[src/wdsc_pkg.sv]
// Shared widths, register indexes, reset values and stage types for the
// wall distance steering controller. No dependencies.
package wdsc_pkg;

   // Field widths.
   localparam int DIST_W     = 11;
   localparam int GAIN_W     = 12;
   localparam int STEP_W     = 8;
   localparam int LIMIT_W    = 6;
   localparam int ANGLE_W    = 8;
   localparam int SENSOR_W   = 2;
   localparam int SETPOINT_W = 15;
   localparam int FRAC_BITS  = 12;
   localparam int ERR_W      = 16;
   localparam int CORR_W     = 28;
   localparam int CSR_IDX_W  = 3;
   localparam int CSR_DATA_W = 12;

   // Default depth of each averaging ring.
   localparam int AVG_DEPTH_DEF = 5;

   // Register indexes on the configuration port.
   localparam logic [CSR_IDX_W-1:0] CSR_GAIN         = 3'd0;
   localparam logic [CSR_IDX_W-1:0] CSR_TARGET       = 3'd1;
   localparam logic [CSR_IDX_W-1:0] CSR_RAMP_STEP    = 3'd2;
   localparam logic [CSR_IDX_W-1:0] CSR_EDGE_DIST    = 3'd3;
   localparam logic [CSR_IDX_W-1:0] CSR_LEFT_LIMIT   = 3'd4;
   localparam logic [CSR_IDX_W-1:0] CSR_RIGHT_LIMIT  = 3'd5;
   localparam logic [CSR_IDX_W-1:0] CSR_SERVO_CENTER = 3'd6;
   localparam logic [CSR_IDX_W-1:0] CSR_START_SENSOR = 3'd7;

   // Sensor codes.
   localparam logic [SENSOR_W-1:0] SENSOR_NONE   = 2'd0;
   localparam logic [SENSOR_W-1:0] SENSOR_FIRST  = 2'd1;
   localparam logic [SENSOR_W-1:0] SENSOR_SECOND = 2'd2;
   localparam logic [SENSOR_W-1:0] SENSOR_BAD    = 2'd3;

   // Limits and reset values.
   localparam logic [LIMIT_W-1:0]    MAX_LEFT       = 6'd55;
   localparam logic [LIMIT_W-1:0]    MAX_RIGHT      = 6'd45;
   localparam logic [ANGLE_W:0]      SERVO_MAX      = 9'd180;
   localparam logic [SETPOINT_W-1:0] SETPOINT_RESET = 15'd800;
   localparam logic [GAIN_W-1:0]     GAIN_RESET     = 12'd256;
   localparam logic [DIST_W-1:0]     TARGET_RESET   = 11'd50;
   localparam logic [STEP_W-1:0]     STEP_RESET     = 8'd16;
   localparam logic [ANGLE_W-1:0]    CENTER_RESET   = 8'd80;

   // Static configuration seen by the datapath stages.
   typedef struct packed {
      logic [GAIN_W-1:0]  gain;
      logic [LIMIT_W-1:0] left_limit;
      logic [LIMIT_W-1:0] right_limit;
      logic [ANGLE_W-1:0] servo_center;
   } cfg_type;

   // Per-word control that travels down the pipeline with the data.
   typedef struct packed {
      logic                  upd;
      logic                  second;
      logic [SENSOR_W-1:0]   sensor;
      logic                  edge_found;
      logic [SETPOINT_W-1:0] setpoint;
   } tag_type;

endpackage

[src/wdsc_ctrl.sv]
// Front stage: configuration registers, setpoint ramp, sensor selection,
// edge detection and ring slot pointers. Depends on wdsc_pkg.
module wdsc_ctrl #(
   parameter int AVG_DEPTH = wdsc_pkg::AVG_DEPTH_DEF,
   parameter int SLOT_W    = 3
) (
   input  logic                                clock,
   input  logic                                reset,
   input  logic                                req_valid,
   output logic                                req_ready,
   input  logic [wdsc_pkg::DIST_W-1:0]         dist_first,
   input  logic [wdsc_pkg::DIST_W-1:0]         dist_second,
   input  logic                                csr_valid,
   input  logic [wdsc_pkg::CSR_IDX_W-1:0]      csr_index,
   input  logic [wdsc_pkg::CSR_DATA_W-1:0]     csr_wdata,
   output wdsc_pkg::cfg_type                   cfg,
   output logic                                s1_valid,
   input  logic                                s1_ready,
   output wdsc_pkg::tag_type                   s1_tag,
   output logic [SLOT_W:0]                     s1_addr,
   output logic signed [wdsc_pkg::ERR_W-1:0]   s1_err
);
   import wdsc_pkg::*;

   logic [GAIN_W-1:0]     gain_ff;
   logic [DIST_W-1:0]     target_ff;
   logic [STEP_W-1:0]     ramp_ff;
   logic [DIST_W-1:0]     edge_dist_ff;
   logic [LIMIT_W-1:0]    left_ff;
   logic [LIMIT_W-1:0]    right_ff;
   logic [ANGLE_W-1:0]    center_ff;

   logic [SENSOR_W-1:0]   sensor_ff, sensor_in;
   logic                  corner_ff, corner_in;
   logic                  armed_ff, armed_in;
   logic [SETPOINT_W-1:0] setpoint_ff, setpoint_in;
   logic [SLOT_W-1:0]     slot_first_ff, slot_first_in;
   logic [SLOT_W-1:0]     slot_second_ff, slot_second_in;

   logic                  s1_valid_ff;
   tag_type               tag_ff, tag_in;
   logic [SLOT_W:0]       addr_ff, addr_in;
   logic signed [ERR_W-1:0] err_ff, err_in;

   logic                  accept;
   logic                  active, second, upd;
   logic [DIST_W-1:0]     own_dist, other;
   logic [SETPOINT_W-1:0] tgt16, ramp_val;
   logic [SETPOINT_W+1:0] two_d, two_t, step_w;
   logic [SETPOINT_W:0]   down_v, up_v;
   logic signed [ERR_W:0] err_full;
   logic [SLOT_W-1:0]     slot_cur, slot_next;
   logic [CSR_DATA_W-1:0] wd;

   assign req_ready = !s1_valid_ff || s1_ready;
   assign accept    = req_valid && req_ready;
   assign wd        = csr_wdata;

   // Sensor selection.
   assign active   = (sensor_ff == SENSOR_FIRST) || (sensor_ff == SENSOR_SECOND);
   assign second   = (sensor_ff == SENSOR_SECOND);
   assign own_dist = second ? dist_second : dist_first;
   assign other    = second ? dist_first : dist_second;
   assign upd      = active && (own_dist != '0);

   // Setpoint ramp toward the commanded distance, compared at double scale.
   assign tgt16  = {target_ff, 4'b0000};
   assign two_d  = {1'b0, setpoint_ff, 1'b0};
   assign two_t  = {1'b0, tgt16, 1'b0};
   assign step_w = (SETPOINT_W+2)'(ramp_ff);
   assign down_v = {1'b0, setpoint_ff} - (SETPOINT_W+1)'(ramp_ff);
   assign up_v   = {1'b0, setpoint_ff} + (SETPOINT_W+1)'(ramp_ff);

   always_comb begin
      if (two_d > two_t + step_w) begin
         ramp_val = down_v[SETPOINT_W] ? '0 : down_v[SETPOINT_W-1:0];
      end else if (two_d + step_w < two_t) begin
         ramp_val = up_v[SETPOINT_W] ? '1 : up_v[SETPOINT_W-1:0];
      end else begin
         ramp_val = tgt16;
      end
   end

   assign setpoint_in = (active && (target_ff != '0)) ? ramp_val : setpoint_ff;

   // Error against the new setpoint; the range fits ERR_W signed bits.
   assign err_full = $signed({2'b00, setpoint_in}) - $signed({2'b00, own_dist, 4'b0000});
   assign err_in   = err_full[ERR_W-1:0];

   // Ring slot of the active sensor and its successor.
   assign slot_cur  = second ? slot_second_ff : slot_first_ff;
   assign slot_next = (slot_cur == SLOT_W'(AVG_DEPTH - 1)) ? '0 : slot_cur + 1'b1;
   assign addr_in   = {second, slot_cur};

   always_comb begin
      slot_first_in  = slot_first_ff;
      slot_second_in = slot_second_ff;
      if (upd) begin
         if (second) begin
            slot_second_in = slot_next;
         end else begin
            slot_first_in = slot_next;
         end
      end
   end

   // One-time edge detection, possibly handing over to the other sensor.
   always_comb begin
      sensor_in = sensor_ff;
      corner_in = corner_ff;
      armed_in  = armed_ff;
      if (upd && !corner_ff && (edge_dist_ff != '0)) begin
         if (own_dist > edge_dist_ff) begin
            corner_in = 1'b1;
         end
         if (armed_ff) begin
            if (other > edge_dist_ff) begin
               corner_in = 1'b1;
               sensor_in = second ? SENSOR_FIRST : SENSOR_SECOND;
            end
         end else begin
            armed_in = 1'b1;
         end
      end
   end

   always_comb begin
      tag_in.upd        = upd;
      tag_in.second     = second;
      tag_in.sensor     = sensor_in;
      tag_in.edge_found = corner_in;
      tag_in.setpoint   = setpoint_in;
   end

   // Configuration and controller state.
   always_ff @(posedge clock) begin
      if (reset) begin
         gain_ff        <= GAIN_RESET;
         target_ff      <= TARGET_RESET;
         ramp_ff        <= STEP_RESET;
         edge_dist_ff   <= '0;
         left_ff        <= MAX_LEFT;
         right_ff       <= MAX_RIGHT;
         center_ff      <= CENTER_RESET;
         sensor_ff      <= SENSOR_NONE;
         corner_ff      <= 1'b0;
         armed_ff       <= 1'b0;
         setpoint_ff    <= SETPOINT_RESET;
         slot_first_ff  <= '0;
         slot_second_ff <= '0;
         s1_valid_ff    <= 1'b0;
      end else begin
         if (accept) begin
            sensor_ff      <= sensor_in;
            corner_ff      <= corner_in;
            armed_ff       <= armed_in;
            setpoint_ff    <= setpoint_in;
            slot_first_ff  <= slot_first_in;
            slot_second_ff <= slot_second_in;
         end
         if (req_ready) begin
            s1_valid_ff <= req_valid;
         end
         if (csr_valid) begin
            unique case (csr_index)
               CSR_GAIN:         gain_ff      <= wd[GAIN_W-1:0];
               CSR_TARGET:       target_ff    <= wd[DIST_W-1:0];
               CSR_RAMP_STEP:    ramp_ff      <= wd[STEP_W-1:0];
               CSR_EDGE_DIST:    edge_dist_ff <= wd[DIST_W-1:0];
               CSR_LEFT_LIMIT:   left_ff  <= (wd[LIMIT_W-1:0] > MAX_LEFT) ?
                                             MAX_LEFT : wd[LIMIT_W-1:0];
               CSR_RIGHT_LIMIT:  right_ff <= (wd[LIMIT_W-1:0] > MAX_RIGHT) ?
                                             MAX_RIGHT : wd[LIMIT_W-1:0];
               CSR_SERVO_CENTER: center_ff    <= wd[ANGLE_W-1:0];
               CSR_START_SENSOR: sensor_ff <= (wd[SENSOR_W-1:0] == SENSOR_BAD) ?
                                              SENSOR_SECOND : wd[SENSOR_W-1:0];
            endcase
         end
      end
   end

   // Word register toward the ring stage.
   always_ff @(posedge clock) begin
      if (accept) begin
         tag_ff  <= tag_in;
         addr_ff <= addr_in;
         err_ff  <= err_in;
      end
   end

   assign cfg.gain         = gain_ff;
   assign cfg.left_limit   = left_ff;
   assign cfg.right_limit  = right_ff;
   assign cfg.servo_center = center_ff;

   assign s1_valid = s1_valid_ff;
   assign s1_tag   = tag_ff;
   assign s1_addr  = addr_ff;
   assign s1_err   = err_ff;

endmodule

[src/wdsc_ring.sv]
// Gain multiply and the averaging rings: one synchronous memory holds both
// rings, read-modify-written with running sums. Depends on wdsc_pkg.
module wdsc_ring #(
   parameter int AVG_DEPTH = wdsc_pkg::AVG_DEPTH_DEF,
   parameter int SLOT_W    = 3,
   parameter int SUM_W     = 31
) (
   input  logic                               clock,
   input  logic                               reset,
   input  logic [wdsc_pkg::GAIN_W-1:0]        gain,
   input  logic                               s1_valid,
   output logic                               s1_ready,
   input  wdsc_pkg::tag_type                  s1_tag,
   input  logic [SLOT_W:0]                    s1_addr,
   input  logic signed [wdsc_pkg::ERR_W-1:0]  s1_err,
   output logic                               s3_valid,
   input  logic                               s3_ready,
   output wdsc_pkg::tag_type                  s3_tag,
   output logic signed [SUM_W-1:0]            s3_sum
);
   import wdsc_pkg::*;

   localparam int ENTRIES = 2 ** (SLOT_W + 1);
   localparam int PROD_W  = ERR_W + GAIN_W + 1;

   logic [CORR_W-1:0]        ring_mem [ENTRIES];
   logic [ENTRIES-1:0]       ring_vld_ff;
   logic [CORR_W-1:0]        rd_data_ff;
   logic                     rd_vld_ff;

   logic                     s2_valid_ff;
   tag_type                  s2_tag_ff;
   logic [SLOT_W:0]          s2_addr_ff;
   logic signed [CORR_W-1:0] s2_corr_ff;

   logic                     s3_valid_ff;
   tag_type                  s3_tag_ff;
   logic signed [SUM_W-1:0]  s3_sum_ff;

   logic signed [SUM_W-1:0]  sum_first_ff, sum_second_ff;
   logic signed [SUM_W-1:0]  sum_sel, sum_in;
   logic signed [CORR_W-1:0] old_data;
   logic signed [PROD_W-1:0] prod;
   logic                     s2_ready, wr_en, fwd;

   assign s2_ready = !s3_valid_ff || s3_ready;
   assign s1_ready = !s2_valid_ff || s2_ready;

   // Correction: error times the Q4.8 gain.
   assign prod = s1_err * $signed({1'b0, gain});

   // Ring write happens when an updating word leaves the sum stage.
   assign wr_en = s2_valid_ff && s2_ready && s2_tag_ff.upd;
   assign fwd   = wr_en && (s2_addr_ff == s1_addr);

   // Oldest entry leaves the running sum, the new correction enters.
   assign old_data = rd_vld_ff ? $signed(rd_data_ff) : '0;
   assign sum_sel  = s2_tag_ff.second ? sum_second_ff : sum_first_ff;
   assign sum_in   = sum_sel - SUM_W'(old_data) + SUM_W'(s2_corr_ff);

   // Ring memory, with the word written this edge forwarded to the reader.
   always_ff @(posedge clock) begin
      if (wr_en) begin
         ring_mem[s2_addr_ff] <= s2_corr_ff;
      end
      if (s1_ready) begin
         rd_data_ff <= fwd ? s2_corr_ff : ring_mem[s1_addr];
      end
   end

   // Entry valid bits make unwritten entries read as zero after reset.
   always_ff @(posedge clock) begin
      if (reset) begin
         ring_vld_ff   <= '0;
         rd_vld_ff     <= 1'b0;
         sum_first_ff  <= '0;
         sum_second_ff <= '0;
         s2_valid_ff   <= 1'b0;
         s3_valid_ff   <= 1'b0;
      end else begin
         if (wr_en) begin
            ring_vld_ff[s2_addr_ff] <= 1'b1;
            if (s2_tag_ff.second) begin
               sum_second_ff <= sum_in;
            end else begin
               sum_first_ff <= sum_in;
            end
         end
         if (s1_ready) begin
            rd_vld_ff   <= fwd || ring_vld_ff[s1_addr];
            s2_valid_ff <= s1_valid;
         end
         if (s2_ready) begin
            s3_valid_ff <= s2_valid_ff;
         end
      end
   end

   // Word registers of the multiply and sum stages.
   always_ff @(posedge clock) begin
      if (s1_valid && s1_ready) begin
         s2_tag_ff  <= s1_tag;
         s2_addr_ff <= s1_addr;
         s2_corr_ff <= prod[CORR_W-1:0];
      end
      if (s2_valid_ff && s2_ready) begin
         s3_tag_ff <= s2_tag_ff;
         s3_sum_ff <= sum_in;
      end
   end

   assign s3_valid = s3_valid_ff;
   assign s3_tag   = s3_tag_ff;
   assign s3_sum   = s3_sum_ff;

endmodule

[src/wdsc_angle.sv]
// Average, clamp and servo angle: clamps the ring sum, divides it by the
// ring depth through a reciprocal multiply and forms the result word.
// Depends on wdsc_pkg.
module wdsc_angle #(
   parameter int AVG_DEPTH = wdsc_pkg::AVG_DEPTH_DEF,
   parameter int SLOT_W    = 3,
   parameter int SUM_W     = 31
) (
   input  logic                                 clock,
   input  logic                                 reset,
   input  wdsc_pkg::cfg_type                    cfg,
   input  logic                                 s3_valid,
   output logic                                 s3_ready,
   input  wdsc_pkg::tag_type                    s3_tag,
   input  logic signed [SUM_W-1:0]              s3_sum,
   output logic                                 rsp_valid,
   input  logic                                 rsp_ready,
   output logic [wdsc_pkg::ANGLE_W-1:0]         rsp_servo_angle,
   output logic                                 rsp_servo_update,
   output logic [wdsc_pkg::SENSOR_W-1:0]        rsp_sensor_in_use,
   output logic                                 rsp_edge_found,
   output logic [wdsc_pkg::SETPOINT_W-1:0]      rsp_setpoint
);
   import wdsc_pkg::*;

   // Clamped sums stay at most limit * 2^FRAC_BITS * depth + depth - 1, within MAG_W bits.
   localparam int MAG_W   = LIMIT_W + FRAC_BITS + SLOT_W;
   localparam int SHIFT_K = MAG_W + SLOT_W;
   localparam int Q_W     = LIMIT_W + FRAC_BITS;
   localparam int PROD_W  = MAG_W + SHIFT_K + 1;
   localparam logic [SHIFT_K:0] RECIP =
      (SHIFT_K+1)'(((64'd1 << SHIFT_K) + 64'(AVG_DEPTH) - 64'd1) / 64'(AVG_DEPTH));
   localparam int VAL_W   = ANGLE_W + FRAC_BITS + 2;

   logic                    s4_valid_ff, s5_valid_ff, out_valid_ff;
   tag_type                 s4_tag_ff, s5_tag_ff;
   logic                    s4_neg_ff, s5_neg_ff;
   logic [MAG_W-1:0]        s4_mag_ff;
   logic [Q_W-1:0]          s5_q_ff;
   logic                    s4_ready, s5_ready;

   logic [ANGLE_W-1:0]      angle_ff;
   logic                    update_ff;
   logic [SENSOR_W-1:0]     sensor_ff;
   logic                    edge_found_ff;
   logic [SETPOINT_W-1:0]   setpoint_ff;

   logic [LIMIT_W-1:0]      hi_lim, lo_lim;
   logic [MAG_W-1:0]        hi_bound, lo_bound;
   logic signed [SUM_W-1:0] hi_s, lo_s, abs_sum;
   logic                    neg_in;
   logic [MAG_W-1:0]        mag_in;
   logic [PROD_W-1:0]       prod;
   logic signed [VAL_W-1:0] center_s, q_s, val;
   logic [VAL_W-FRAC_BITS-2:0] whole;
   logic [ANGLE_W-1:0]      deg;

   assign s5_ready = !out_valid_ff || rsp_ready;
   assign s4_ready = !s5_valid_ff || s5_ready;
   assign s3_ready = !s4_valid_ff || s4_ready;

   // Clamp bounds on the sum: limit * 2^FRAC_BITS * depth plus depth - 1,
   // so that the truncated quotient lands exactly on the limit.
   assign hi_lim   = s3_tag.second ? cfg.left_limit : cfg.right_limit;
   assign lo_lim   = s3_tag.second ? cfg.right_limit : cfg.left_limit;
   assign hi_bound = MAG_W'({hi_lim, {FRAC_BITS{1'b0}}}) * MAG_W'(AVG_DEPTH)
                     + MAG_W'(AVG_DEPTH - 1);
   assign lo_bound = MAG_W'({lo_lim, {FRAC_BITS{1'b0}}}) * MAG_W'(AVG_DEPTH)
                     + MAG_W'(AVG_DEPTH - 1);
   assign hi_s     = $signed(SUM_W'(hi_bound));
   assign lo_s     = $signed(SUM_W'(lo_bound));
   assign abs_sum  = s3_sum[SUM_W-1] ? -s3_sum : s3_sum;

   always_comb begin
      if (s3_sum > hi_s) begin
         neg_in = 1'b0;
         mag_in = hi_bound;
      end else if (s3_sum < -lo_s) begin
         neg_in = 1'b1;
         mag_in = lo_bound;
      end else begin
         neg_in = s3_sum[SUM_W-1];
         mag_in = abs_sum[MAG_W-1:0];
      end
   end

   // Division by the ring depth as a reciprocal multiply.
   assign prod = PROD_W'(s4_mag_ff) * PROD_W'(RECIP);

   // Servo angle: center moved by the signed average, truncated, saturated.
   assign center_s = $signed(VAL_W'({cfg.servo_center, {FRAC_BITS{1'b0}}}));
   assign q_s      = $signed(VAL_W'(s5_q_ff));
   assign val      = ((!s5_tag_ff.second) ^ s5_neg_ff) ? center_s - q_s : center_s + q_s;
   assign whole    = val[VAL_W-2:FRAC_BITS];

   always_comb begin
      if (val[VAL_W-1]) begin
         deg = '0;
      end else if (whole > (VAL_W-FRAC_BITS-1)'(SERVO_MAX)) begin
         deg = SERVO_MAX[ANGLE_W-1:0];
      end else begin
         deg = whole[ANGLE_W-1:0];
      end
   end

   // Stage valid flags.
   always_ff @(posedge clock) begin
      if (reset) begin
         s4_valid_ff  <= 1'b0;
         s5_valid_ff  <= 1'b0;
         out_valid_ff <= 1'b0;
      end else begin
         if (s3_ready) begin
            s4_valid_ff <= s3_valid;
         end
         if (s4_ready) begin
            s5_valid_ff <= s4_valid_ff;
         end
         if (s5_ready) begin
            out_valid_ff <= s5_valid_ff;
         end
      end
   end

   // Stage words and the output register.
   always_ff @(posedge clock) begin
      if (s3_valid && s3_ready) begin
         s4_tag_ff <= s3_tag;
         s4_neg_ff <= neg_in;
         s4_mag_ff <= mag_in;
      end
      if (s4_valid_ff && s4_ready) begin
         s5_tag_ff <= s4_tag_ff;
         s5_neg_ff <= s4_neg_ff;
         s5_q_ff   <= prod[SHIFT_K +: Q_W];
      end
      if (s5_valid_ff && s5_ready) begin
         angle_ff      <= s5_tag_ff.upd ? deg : '0;
         update_ff     <= s5_tag_ff.upd;
         sensor_ff     <= s5_tag_ff.sensor;
         edge_found_ff <= s5_tag_ff.edge_found;
         setpoint_ff   <= s5_tag_ff.setpoint;
      end
   end

   assign rsp_valid         = out_valid_ff;
   assign rsp_servo_angle   = angle_ff;
   assign rsp_servo_update  = update_ff;
   assign rsp_sensor_in_use = sensor_ff;
   assign rsp_edge_found    = edge_found_ff;
   assign rsp_setpoint      = setpoint_ff;

endmodule

[src/wall_distance_steering_controller.sv]
// Top level of the wall distance steering controller.
// Depends on wdsc_pkg, wdsc_ctrl, wdsc_ring and wdsc_angle.
//
//   Channel  Ports                              Word
//   req      req_valid / req_ready              dist_first, dist_second
//   rsp      rsp_valid / rsp_ready              servo_angle, servo_update,
//                                               sensor_in_use, edge_found, setpoint
//   csr      csr_valid / csr_ready (always 1)   csr_index, csr_wdata
//
// One word is accepted per cycle unless backpressure holds the pipeline; each
// result passes the ramp, multiply, ring update, clamp, divide and output stages.
// Without stalls the rate is one word per cycle, set by the single read and write
// port of the ring memory, which each word touches once.
// Synchronous reset clears the ring valid bits and running sums at once;
// no clearing pass is needed. Every stage holds under backpressure and takes
// a new word whenever the stage after it is empty or moving.
module wall_distance_steering_controller #(
   parameter int AVG_DEPTH = wdsc_pkg::AVG_DEPTH_DEF
) (
   input  logic                              clock,
   input  logic                              reset,
   input  logic                              req_valid,
   output logic                              req_ready,
   input  logic [wdsc_pkg::DIST_W-1:0]       req_dist_first,
   input  logic [wdsc_pkg::DIST_W-1:0]       req_dist_second,
   output logic                              rsp_valid,
   input  logic                              rsp_ready,
   output logic [wdsc_pkg::ANGLE_W-1:0]      rsp_servo_angle,
   output logic                              rsp_servo_update,
   output logic [wdsc_pkg::SENSOR_W-1:0]     rsp_sensor_in_use,
   output logic                              rsp_edge_found,
   output logic [wdsc_pkg::SETPOINT_W-1:0]   rsp_setpoint,
   input  logic                              csr_valid,
   output logic                              csr_ready,
   input  logic [wdsc_pkg::CSR_IDX_W-1:0]    csr_index,
   input  logic [wdsc_pkg::CSR_DATA_W-1:0]   csr_wdata
);
   import wdsc_pkg::*;

   localparam int SLOT_W = (AVG_DEPTH > 1) ? $clog2(AVG_DEPTH) : 1;
   localparam int SUM_W  = CORR_W + SLOT_W;

   cfg_type                 cfg;
   logic                    s1_valid, s1_ready;
   tag_type                 s1_tag;
   logic [SLOT_W:0]         s1_addr;
   logic signed [ERR_W-1:0] s1_err;
   logic                    s3_valid, s3_ready;
   tag_type                 s3_tag;
   logic signed [SUM_W-1:0] s3_sum;

   // Register writes never stall.
   assign csr_ready = 1'b1;

   wdsc_ctrl #(
      .AVG_DEPTH (AVG_DEPTH),
      .SLOT_W    (SLOT_W)
   ) u_ctrl (
      .clock       (clock),
      .reset       (reset),
      .req_valid   (req_valid),
      .req_ready   (req_ready),
      .dist_first  (req_dist_first),
      .dist_second (req_dist_second),
      .csr_valid   (csr_valid),
      .csr_index   (csr_index),
      .csr_wdata   (csr_wdata),
      .cfg         (cfg),
      .s1_valid    (s1_valid),
      .s1_ready    (s1_ready),
      .s1_tag      (s1_tag),
      .s1_addr     (s1_addr),
      .s1_err      (s1_err)
   );

   wdsc_ring #(
      .AVG_DEPTH (AVG_DEPTH),
      .SLOT_W    (SLOT_W),
      .SUM_W     (SUM_W)
   ) u_ring (
      .clock    (clock),
      .reset    (reset),
      .gain     (cfg.gain),
      .s1_valid (s1_valid),
      .s1_ready (s1_ready),
      .s1_tag   (s1_tag),
      .s1_addr  (s1_addr),
      .s1_err   (s1_err),
      .s3_valid (s3_valid),
      .s3_ready (s3_ready),
      .s3_tag   (s3_tag),
      .s3_sum   (s3_sum)
   );

   wdsc_angle #(
      .AVG_DEPTH (AVG_DEPTH),
      .SLOT_W    (SLOT_W),
      .SUM_W     (SUM_W)
   ) u_angle (
      .clock             (clock),
      .reset             (reset),
      .cfg               (cfg),
      .s3_valid          (s3_valid),
      .s3_ready          (s3_ready),
      .s3_tag            (s3_tag),
      .s3_sum            (s3_sum),
      .rsp_valid         (rsp_valid),
      .rsp_ready         (rsp_ready),
      .rsp_servo_angle   (rsp_servo_angle),
      .rsp_servo_update  (rsp_servo_update),
      .rsp_sensor_in_use (rsp_sensor_in_use),
      .rsp_edge_found    (rsp_edge_found),
      .rsp_setpoint      (rsp_setpoint)
   );

endmodule
[config.mk]
export PLATFORM = sky130hd
export DESIGN_NAME = wall_distance_steering_controller
export DESIGN_NICKNAME = d
export VERILOG_FILES = /design/src/wdsc_pkg.sv /design/src/wdsc_ctrl.sv /design/src/wdsc_ring.sv /design/src/wdsc_angle.sv /design/src/wall_distance_steering_controller.sv
export SDC_FILE = /design/constraint.sdc
export NUM_CORES = 2
export LEC_CHECK = 0
export BUFFER_PORTS_ARGS = -buffer_cell sky130_fd_sc_hd__buf_4
export CAP_MARGIN = 20
export CORE_AREA = 10 10 481 483
export CTS_CLUSTER_SIZE = 14
export DETAILED_ROUTE_END_ITERATION = 16
export DIE_AREA = 0 0 491 493
export HOLD_SLACK_MARGIN = 0.08
export PLACE_DENSITY = 0.44
export SLEW_MARGIN = 20
export SYNTH_ARGS = -nofsm -noshare
export SYNTH_HDL_FRONTEND = slang
export SYNTH_SLANG_ARGS = --single-unit
export TNS_END_PERCENT = 30
[constraint.sdc]
create_clock -name clock -period 6.9 [get_ports clock]
set_input_delay 0.69 -clock clock [delete_from_list [all_inputs] [get_ports clock]]
set_output_delay 0.69 -clock clock [all_outputs]
set_load 0.05 [all_outputs]
; After elaboration in Yosys (flattened, before gate mapping)
; Memories as Yosys holds them, arrays and structs flattened. A register that Yosys moved wholly into a read port is not among the register bits.
; Index checks and enable logic that the tools add are counted.
[totals]
ff_bits = 423
wordCells = 197
memories = 1
ramBits = 448
[memory_table]
columns = name, depth, width, rd, rd_clocked_by_memory_dff, wr, line
row1 = u_ring.ring_mem, 16, 28, 1, 1, 1, wdsc_ring.sv:26  ; logic [CORR_W-1:0] ring_mem [ENTRIES];
[op_classes]
n_reduce_logical = 47
muxes = 39
magnitude_cmp = 12
addsub = 14
n_bitwise = 5
n_mul = 4
n_eq_ne = 12
[ops]
columns = operator, count
row1 = two-way mux 15 bit, 5
row2 = two-way mux 21 bit, 3
row3 = adder 21 x 3 -> 21 bit (second input constant), 2
row4 = multiplier 21 x 20 -> 40 bit (second input constant), 1
row5 = adder 16 x 8 -> 17 bit, 2
row6 = nonzero test 11 bit, 3
row7 = adder 31 x 28 -> 31 bit, 1
row8 = > comparator 31 x 22 -> 1 bit, 1
row9 = < comparator 31 bit, 1
row10 = two-way mux 31 bit, 1
row11 = negation 21 -> 31 bit, 1
row12 = subtractor 31 x 28 -> 31 bit, 1
row13 = multiplier 16 x 13 -> 28 bit, 1
row14 = two-way mux 28 bit, 1
row15 = two-way mux 6 bit, 4
row16 = > comparator 11 bit, 2
row17 = two-way mux 11 bit, 2
row18 = two-way mux 22 bit, 1
row19 = adder 20 x 18 -> 21 bit, 1
row20 = negation 21 bit, 1
row21 = subtractor 20 x 18 -> 21 bit, 1
row22 = AND reduction 2 bit, 10
row23 = multiplier 6 x 3 -> 9 bit (second input constant), 2
row24 = > comparator 16 x 17 -> 1 bit, 1
row25 = 31 further kinds, 84

; Logic depth before layout (Yosys ltp)
[depth]
word_depth = 11
mapped_depth = 34

; Hierarchy
; A second synthesis with hierarchy kept.
[unflattened]
hier_cells = 4698
area_unflattened_um2 = 56296.5
[by_module_without_submodules]
columns = module, seq_area_each_um2, cells_per_inst, n_inst, area_per_inst_um2
row1 = wdsc_ring, 19008.2, 2460, 1, 34499.3
row2 = wdsc_angle, 3303.2, 1233, 1, 13332.8
row3 = wdsc_ctrl, 2812.7, 1003, 1, 8453.1
row4 = wall_distance_steering_controller, 0.0, 2, 1, 11.3

; Worst setup path before layout
; Ideal clock, no wire load.
[synth_path]
path_kind = input port to flip-flop
start = in rsp_ready
end = mem u_ring.ring_mem[8][0], enable pin
required_time_ns = 6.413
n_path_buf = 0
path_slack_ns = -0.669
arrival_ns = 7.082
path_stages = 5
path_cell_list = nor2b_1 and3_1 a21oi_1 nand3_1 nor4_1
[synth_via]
elab_chain_cells = 8
[synth_lines]
columns = item, line
row1 = "start, declared", wall_distance_steering_controller.sv:27  ; input logic rsp_ready,
row2 = logical OR 1 bit, wdsc_angle.sv:58  ; assign s5_ready = !out_valid_ff || rsp_ready;
row3 = logical OR 1 bit, wdsc_angle.sv:59  ; assign s4_ready = !s5_valid_ff || s5_ready;
row4 = logical OR 1 bit, wdsc_angle.sv:60  ; assign s3_ready = !s4_valid_ff || s4_ready;
row5 = logical OR 1 bit, wdsc_ring.sv:46  ; assign s2_ready = !s3_valid_ff || s3_ready;
row6 = logical AND 1 bit (2 in series), wdsc_ring.sv:53  ; assign wr_en = s2_valid_ff && s2_ready && s2_tag_ff.upd;
row7 = two-way mux 1 bit, wdsc_ring.sv:63  ; if (wr_en) begin
row8 = two-way mux 1 bit (implied by the code), wdsc_ring.sv:64  ; ring_mem[s2_addr_ff] <= s2_corr_ff;
row9 = "end, declared", wdsc_ring.sv:26
; No other way between the ends.

; Worst setup path after layout
[layout_path]
start = reg u_angle.s4_mag_ff[1]
end = reg u_angle.s5_q_ff[17], data pin
[layout_via]
elab_chain_cells = 1
[layout_lines]
columns = item, line
row1 = "start, declared", wdsc_angle.sv:38  ; logic [MAG_W-1:0] s4_mag_ff;
row2 = "start signal, assigned", wdsc_angle.sv:130  ; s4_mag_ff <= mag_in;
row3 = multiplier 21 x 20 -> 40 bit, wdsc_angle.sv:88  ; assign prod = PROD_W'(s4_mag_ff) * PROD_W'(RECIP);
row4 = net u_angle.prod[41], wdsc_angle.sv:53  ; logic [PROD_W-1:0] prod;
row5 = "end signal, assigned", wdsc_angle.sv:135  ; s5_q_ff <= prod[SHIFT_K +: Q_W];
row6 = "end, declared", wdsc_angle.sv:39  ; logic [Q_W-1:0] s5_q_ff;
; The timed path passes the listed nets, and every way through them passes these cells.
; A chain may end at the register's enable or synchronous reset.

==> impl_metrics.csv <==
group,metric,value,unit
setup_path,cp_top_family,"adder cells",
routing,wire_per_inst,19.1,microns
final_layout,fin_nets,5421,
setup_path,cp_max_fo,3,
clocking,cts_buffers,99,
floorplanning,die_y,493,microns
clocking,cts_tree,"done",
clocking,clockBufferDepth,3,
hold_path,hp-class,"in2reg",
flow_run,drv_cap,0,
routing,dr.pass1.iters,5,
timing,whs,217,ps
clocking,cts_max_level,3,
floorplanning,rows,173,
place,placed_area,0.0597,sq mm
timing,period_needed,6570,ps
setup_path,start_kind,"flop",
yosys,synthArstFlopShare,0,
timing,final-setup-viol-count,0,
power,seq_power_share,0.381,
final_layout,design_area,0.0632,sq mm
floorplanning,die_area,0.242,sq mm
global_routing,overflow,0,
timing,rsz0062_at_grt,"yes",
setup_path,reg2regPathDepth,22,
routing,drtIter0Drc,2017,
power,clockPowerShare,0.313,
yosys,synth-seq-cells,893,
setup_path,critPathKind,"reg2reg",
place,dp_slack,-48.0,ps
place,dp_hpwl,104,mm
floorplanning,die_w,491,microns
power,intPower,11.7,mW
setup_path,cp-startpoint,"u_angle.s4_mag_ff[1]$_SDFFCE_PP0P_",
timing,fmax,152,MHz
place,portBuffers,70,
power,combinationalPowerShare,0.306,
yosys,yosys.area.top_type,"edfxtp_1",
setup_path,worst-path-stages,22,
routing,vias_per_cell,4.38,
setup_path,crit_buf_inv,4,
setup_path,cp_data_required_time,7340,ps
yosys,synth_edf_count,721,
final_layout,final_cell_mix,"edfxtp_1 (721), inv_1 (672), ha_1 (420)",
yosys,yosysTopAreaCellShare,0.393,
floorplanning,start_util,0.249,
final_layout,drive_gt1_frac,0.130,
setup_path,endpoint_kind,"flop",
setup_path,crit_arrival,7010,ps
power,p_leak,24.7,nW
timing,tightest_slew,1050,ps
power,sw_frac_of_total,0.327,
yosys,yosys-top-cells-area,"edfxtp_1 (39%), fa_1 (13%), ha_1 (9.7%)",
timing,finalCritPeriodShare,0.952,
clocking,clock_latency,730,ps
timing,skew,38.4,ps
hold_path,min_path_cells,3,
floorplanning,io_pins,72,
global_routing,antenna_found_initial,11,
hold_path,worstHoldStart,"req_valid",
power,p_switching,5.66,mW
yosys,yosysWarnings,0,
power,ir_worst_vdd,0.213,mV
timing,drv_slew,0,
routing,vias,33500,
clocking,clkSlewWorstSetupHoldPaths,60,ps
floorplanning,design.core.area,0.221,sq mm
place,gp_congestion,0.866,
power,power_density,274,mW/mm^2
global_routing,grt_use_total,0.119,
setup_path,cp_common_cell,"fa_1",
yosys,synthDistinctLibCells,85,
yosys,syn-num-nets,5305,
timing,layout_setup_ws,329,ps
yosys,synth-main-ff-cell,"edfxtp_1",
yosys,yosysSeqAreaShare,0.455,
clocking,root_buffer,"clkbuf_16",
clocking,clock_sinks,893,
routing,wl,146,mm
setup_path,path_cells,"ha_1 -> inv_1 -> fa_1 -> inv_1 -> fa_1 -> fa_1 -> fa_1 -> fa_1 -> inv_1 -> fa_1 -> inv_1 -> ha_1 -> a21o_1 -> a21o_1 -> a21oi_2 -> o22ai_1 -> nor2_2 -> o221ai_2 -> a21o_1 -> and4_4 -> a2111oi_4 -> xnor2_1",
yosys,syn_inst,4475,
timing,hold_viol,0,
global_routing,grt_pass1_vias,35400,
setup_path,cpMaxStageDelayCell,"fa_1",
final_layout,layout_commonest_cell,"edfxtp_1",
setup_path,regToRegStartpoint,"u_angle.s4_mag_ff[1]$_SDFFCE_PP0P_",
run_status,outcome,"finished clean",
routing,drc,0,
timing,relSlewSlack,0.297,
yosys,syn-cell-area,0.0551,sq mm
yosys,synth_area_per_cell,12.3,sq um
routing,postRouteAntennaNets,0,
global_routing,grt_max_degree,68,
global_routing,grt_pass1_wl,225,mm
setup_path,critPathMaxStageDelay,540,ps
final_layout,syn2layout_area_growth,14.6,%
## through the flow
stage          cells  total power [mW]  setup TNS, ps   util
2_1_floorplan   4475              10.5          -4970      -
3_3_place_gp    7457              12.0              0  0.269
3_5_place_dp    7458              12.0          -48.0  0.269
4_1_cts         7643              17.6              0  0.284
5_1_grt         7651              18.5          -50.6  0.285
6_report        7651              17.3              0  0.285
## cell usage after synthesis, drive strengths merged, types with 64 or more instances
library cell,number
mux4,145
inv,673
a21oi,218
and2,135
xnor2,104
dfxtp,172
mux2,65
a21o,64
clkbuf,128
ha,428
nor2,189
nand2,347
edfxtp,721
fa,360
o21ai,111
## sequential cells by signal (all words and copies together), names as in the netlist, 11 cells and up
name                  flops
u_ring.ring_vld_ff       16
u_ring.s3_tag            20
u_angle.s4_tag_ff        20
u_ctrl.target_ff         11
u_ctrl.s1_err            16
u_angle.rsp_setpoint     15
u_ring.ring_mem         448
u_angle.s5_tag_ff        20
u_angle.s5_q_ff          18
u_ctrl.gain_ff           12
u_ring.s2_corr_ff        28
u_ctrl.setpoint_ff       15
u_ctrl.s1_tag            15
u_ring.sum_first_ff      31
u_ring.rd_data_ff        28
u_ring.sum_second_ff     31
u_ring.s3_sum            31
u_angle.s4_mag_ff        21
u_ring.s2_tag_ff         19
u_ctrl.edge_dist_ff      11
## path summary, 6_finish.rpt
check,endpoint,slack (ps)
max,u_angle.s5_q_ff[17]$_DFFE_PP_,330
min,u_ctrl.s1_valid$_SDFFE_PP0N_,220
max reg2reg,u_angle.s5_q_ff[17]$_DFFE_PP_,330
min reg2reg,u_ring.s2_tag_ff[19]$_DFFE_PP_,410
## tightest hold or removal path: cells and delay by family
family,cells,cell delay (ps)
buffers and inverters,2,160
AO/OA/AOI/OAI,1,50
## power by group through the flow
| stage | clock (mW) | sequential [mW] | combinational (mW) |
|---|---|---|---|
| after floorplan | 0 | 6.52 | 3.98 |
| after global placement | 0 | 6.71 | 5.31 |
| after detailed placement | 0 | 6.72 | 5.32 |
| after CTS | 5.60 | 6.61 | 5.38 |
| after global routing | 5.79 | 6.63 | 6.13 |
| final | 5.42 | 6.60 | 5.29 |
## timing repair
action / CTS / global route
gates resized for setup: 2 / 19
hold buffers: 0 / 0
buffers inserted: 0 / 6
endpoints found under the setup margin: 2 / 7
pin swaps: 0 / 2
## cell type report
class | count | area [sq um]
Antenna cell | 1 | 2.50
Clock buffer | 127 | 2700
Clock inverter | 58 | 618
Fill cell | 22600 | 158000
Inverter | 673 | 2530
Multi-Input combinational cell | 2751 | 27200
Sequential cell | 893 | 25100
Tap cell | 2975 | 3720
Timing Repair Buffer | 173 | 1340
## kinds of logic after synthesis
kind of cell | count (synthesis) | share of synthesized area
simple gates | 941 | 0.0821
flops | 893 | 0.455
buf+inv | 831 | 0.0573
fa+ha+maj | 788 | 0.228
compound gates | 599 | 0.0699
mux | 264 | 0.0824
xor+xnor | 158 | 0.0251
other cells | 1 | 0.0000680
## routing by layer
layer / global-route usage / wire length [microns] / vias to the layer above
li1: - / - / 15800
met1: 0.164 / 68200 / 17000
met2: 0.199 / 69200 / 533
met3: 0.0136 / 5530 / 160
met4: 0.0318 / 3080 / 0
met5: 0 / 0 / -
No activity file was read; power rests on OpenSTA's default activity.
